===== src/rtl/core/hac_isqrt.sv =====
// Pipelined integer square root, one root bit per stage, with a side tag.
module hac_isqrt #(
  parameter int IN_BITS  = 62,
  parameter int TAG_BITS = 1
) (
  input  logic                  clk,
  input  logic                  rst_n,
  input  logic                  in_vld,
  input  logic [IN_BITS-1:0]    in_x,
  input  logic [TAG_BITS-1:0]   in_tag,
  output logic                  out_vld,
  output logic [IN_BITS/2-1:0]  out_root,
  output logic [TAG_BITS-1:0]   out_tag
);

  localparam int RB = IN_BITS / 2;
  localparam int RW = RB + 2;

  logic                vld_r  [RB];
  logic [IN_BITS-1:0]  x_r    [RB];
  logic [RW-1:0]       rem_r  [RB];
  logic [RB-1:0]       root_r [RB];
  logic [TAG_BITS-1:0] tag_r  [RB];

  for (genvar g = 0; g < RB; g++) begin : g_stage
    logic                src_vld;
    logic [IN_BITS-1:0]  src_x;
    logic [RW-1:0]       src_rem;
    logic [RB-1:0]       src_root;
    logic [TAG_BITS-1:0] src_tag;
    logic [RW-1:0]       rem_in;
    logic [RW-1:0]       trial;
    logic                ge;
    logic [RW-1:0]       rem_nxt;
    logic [RB-1:0]       root_nxt;
    logic [IN_BITS-1:0]  x_nxt;

    if (g == 0) begin : g_first
      assign src_vld  = in_vld;
      assign src_x    = in_x;
      assign src_rem  = '0;
      assign src_root = '0;
      assign src_tag  = in_tag;
    end else begin : g_next
      assign src_vld  = vld_r[g-1];
      assign src_x    = x_r[g-1];
      assign src_rem  = rem_r[g-1];
      assign src_root = root_r[g-1];
      assign src_tag  = tag_r[g-1];
    end

    assign rem_in   = {src_rem[RW-3:0], src_x[IN_BITS-1 -: 2]};
    assign trial    = {src_root, 2'b01};
    assign ge       = rem_in >= trial;
    assign rem_nxt  = ge ? rem_in - trial : rem_in;
    assign root_nxt = {src_root[RB-2:0], ge};
    assign x_nxt    = {src_x[IN_BITS-3:0], 2'b00};

    always_ff @(posedge clk) begin
      if (!rst_n) begin
        vld_r[g] <= 1'b0;
      end else begin
        vld_r[g] <= src_vld;
      end
      x_r[g]    <= x_nxt;
      rem_r[g]  <= rem_nxt;
      root_r[g] <= root_nxt;
      tag_r[g]  <= src_tag;
    end
  end

  assign out_vld  = vld_r[RB-1];
  assign out_root = root_r[RB-1];
  assign out_tag  = tag_r[RB-1];

endmodule


===== config.mk =====
export PLATFORM = sky130hd
export DESIGN_NAME = hac_isqrt
export DESIGN_NICKNAME = d
export VERILOG_FILES = /design/src/rtl/core/hac_isqrt.sv
export SDC_FILE = /design/constraint.sdc
export NUM_CORES = 2
export LEC_CHECK = 0
export BUFFER_PORTS_ARGS = -buffer_cell sky130_fd_sc_hd__buf_2
export CAP_MARGIN = 30
export CORE_ASPECT_RATIO = 1.2
export CORE_MARGIN = 2
export CORE_UTILIZATION = 59
export CTS_BUF_LIST = sky130_fd_sc_hd__clkbuf_8
export DETAILED_ROUTE_END_ITERATION = 7
export PLACE_DENSITY = 0.88
export RECOVER_POWER = 50
export SLEW_MARGIN = 10
export SYNTH_ARGS = -nofsm -noshare
export SYNTH_HDL_FRONTEND = slang
export SYNTH_SLANG_ARGS = --single-unit

===== constraint.sdc =====
create_clock -name clk -period 3.5 [get_ports clk]
set_clock_uncertainty 0.15 [all_clocks]
set_input_delay 0.35 -clock clk [delete_from_list [all_inputs] [get_ports clk]]
set_output_delay 0.35 -clock clk [all_outputs]
set_load 0.1 [all_outputs]

==> metrics.txt <==
status finished, violations left; failing checks negative setup slack; Max FO, Critical Path 5; gate count after technology mapping roughly 8,300; initial antenna violation count 5; Placement Cell Area 89,090 um^2; Sum Neg Setup Slack -0.3387 ns; Worst setup EP type flop; Yosys reg bits 2,375; Finished Cell Area 98,450 um^2; maximum clock rate 279.7 MHz; HPWL after DPL 136.1 mm; Min Clock Period, post-route about 3.6 ns; IO Pins 99; share of the yosys chip area belonging to registers between 50% and 60%; grt met3 use ~4.7%; Layout Nets about 9,500; Std-Cell Rows around 150; yosys warns 0; EDFF count, synth 0; clk slew on worst S/H paths 0.06 ns; final hold vios 0; Place WS -0.1933 ns; busiest layer in global routing met2; M2 GR Usage around 48%; die area about 150,000 um^2; ratio of cells with drive above 1 in the final layout 11.45%; depth of the CTS H-tree 5; Die Y between 400 and 500 um; RSZ-0062 raised after global routing yes; Core Region ~140,000 um^2; Routed Antenna Nets 0; critical path startpoint category flop; CP arrival roughly 4.3 ns; GR met1 Demand/Resource 26.78%; Avg Synthesized Cell Area 10.24 um^2; Mapped Area ~85,000 um^2; overall routing resource usage between 20 and 30%; synth cell count leaders dfxtp_1 (2,375), inv_1 (652), nand2_1 (644), ha_1 (528), o21ai_0 (505); synthesis-to-finish area growth 15.54%; first-pass GRT wire length approximately 310 mm; Port Buffers between 90 and 100; DR WL/cell 17.36 um; largest net degree at the start of global routing 47; ys async rst share 0%; power per cell area 725.4 nW/um^2; Initial Util just under 60%; synth top area cells dfxtp_1 (56%), ha_1 (7.8%), xor2_1 (3.9%); period utilization 102.1%; Max IR drop VDD between 0.0006 and 0.0007 V; Synth area leader dfxtp_1; TritonCTS Buffers around 360; CP Class reg2reg; Leakage 47.41 nW; DR vias/cell approximately 5.4; WL final ~190 mm; fin. max-slew vios 0; die extent in x between 300 and 400 um; via count a little over 60,000; required time of the critical path about 4.2 ns; GRT overflow 0; Netlist cell types 77; Yosys top cell area share between 50 and 60%; CTS max path bufs 4; Worst Tran Pin Value between 0.7 and 0.8 ns; most frequent cell after synthesis dfxtp_1; gpl congestion between 0.9 and 1; initial drt markers approximately 3,600; Worst slew margin about half; Clk Latency, worst-skew pair around 1.1 ns; router iterations before antenna repair 8; Cell Count, Final, Fillers Out about 11,000; Syn Nets roughly 9,000; final setup margin -0.07466 ns; vias in the first global route a little over 60,000; HP Class reg2reg; clock root cell clkbuf_8; # placed instances 10,370; CTS tree yes; Post-synth top flop dfxtp_1; max cap viols 0; endpoints failing setup 6; drt drc 0; Sink Count between 2,000 and 2,500
## through the flow
stage	total power (W)	utilization, %	hold slack, ns
2_1_floorplan	0.04390	-	0.1596
3_3_place_gp	0.04780	62.21	0.1596
3_5_place_dp	0.04826	62.21	0.1621
4_1_cts	0.07140	68.29	0.1176
5_1_grt	0.07492	68.74	0.1445
6_report	0.07141	68.75	0.1156
## sequential cells by signal, summed over array words and instances (netlist names)
register  count
root_r      496
rem_r       887
tag_r        31
x_r         930
vld_r        31
## layer usage
| metal | part of all wire [%] | wire length (um) |
|---|---|---|
| met5 | 0.0067 | 13 |
| met4 | 6.4 | 12450 |
| met3 | 4.6 | 8839 |
| met2 | 52 | 99670 |
| met1 | 37 | 72280 |
## what timing repair did
action | 4_1_cts | 5_1_grt
hold buffers | 131 | 0
resized for setup | 26 | 129
endpoints found under the hold margin | 95 | 0
pin swaps | 2 | 25
buffers inserted | 1 | 17
gates cloned | 1 | 1
setup endpoints to repair | 55 | 265
## critical path, stage by stage (launching register included)
cell	delay [ns]
dfxtp_2	0.32
or4_4	0.53
or3_4	0.34
or4_4	0.43
or3_4	0.34
or3_4	0.34
a211o_1	0.29
nor3_4	0.21
inv_2	0.11
o211ai_4	0.16
nor4_2	0.08
xor2_1	0.15
## where the power goes
group	switching [W]	internal, W
clock network	0.0102	0.0127
logic	0.00755	0.00598
registers	0.00353	0.0315
total	0.0212	0.0502
## layout by cell type, fill, tap and decap left out, types with 174 or more instances in the layout
| cell type | netlist | routed |
|---|---|---|
| clkbuf_8 | 0 | 431 |
| nor2_1 | 462 | 458 |
| nand2_1 | 644 | 643 |
| xor2_1 | 384 | 384 |
| ha_1 | 528 | 527 |
| a21oi_1 | 437 | 431 |
| nor3_1 | 194 | 182 |
| xnor2_1 | 346 | 345 |
| buf_4 | 0 | 174 |
| a21o_1 | 239 | 239 |
| inv_1 | 652 | 747 |
| o21ai_0 | 505 | 480 |
| dfxtp_1 | 2375 | 2372 |
## final timing paths
kind / from / endpoint / slack, ns / depth (start not counted)
max: rem_r[3][51] / rem_r[3][90] / -0.07 / 11
min: x_r[0][770] / x_r[0][832] / 0.12 / 0
max reg2reg: rem_r[3][51] / rem_r[3][90] / -0.07 / 11
min reg2reg: x_r[0][770] / x_r[0][832] / 0.12 / 0
## cells by family (layout without fill, tap and decap cells)
logic type      after synthesis  count (layout)  share of synthesized area, %
compound gates             1648            1649                         11.93
mux                          82              82                         1.068
other cells                   1               8                      0.004401
xor+xnor                    730             730                         7.504
buf+inv                     802            1684                         3.539
fa+ha+maj                   528             528                         7.753
simple gates               2154            2154                         12.40
flops                      2375            2375                         55.80
## layout make-up
class                           count  area, um^2
Clock inverter                    177        1341
Tap cell                         1925        2409
Fill cell                       10170       44760
Inverter                          653        2451
Sequential cell                  2375       47550
Antenna cell                        7       17.52
Timing Repair Buffer              423        3468
Multi-Input combinational cell   5144       35280
Clock buffer                      431        5932
Note: power is estimated with default switching activity, not from simulation.
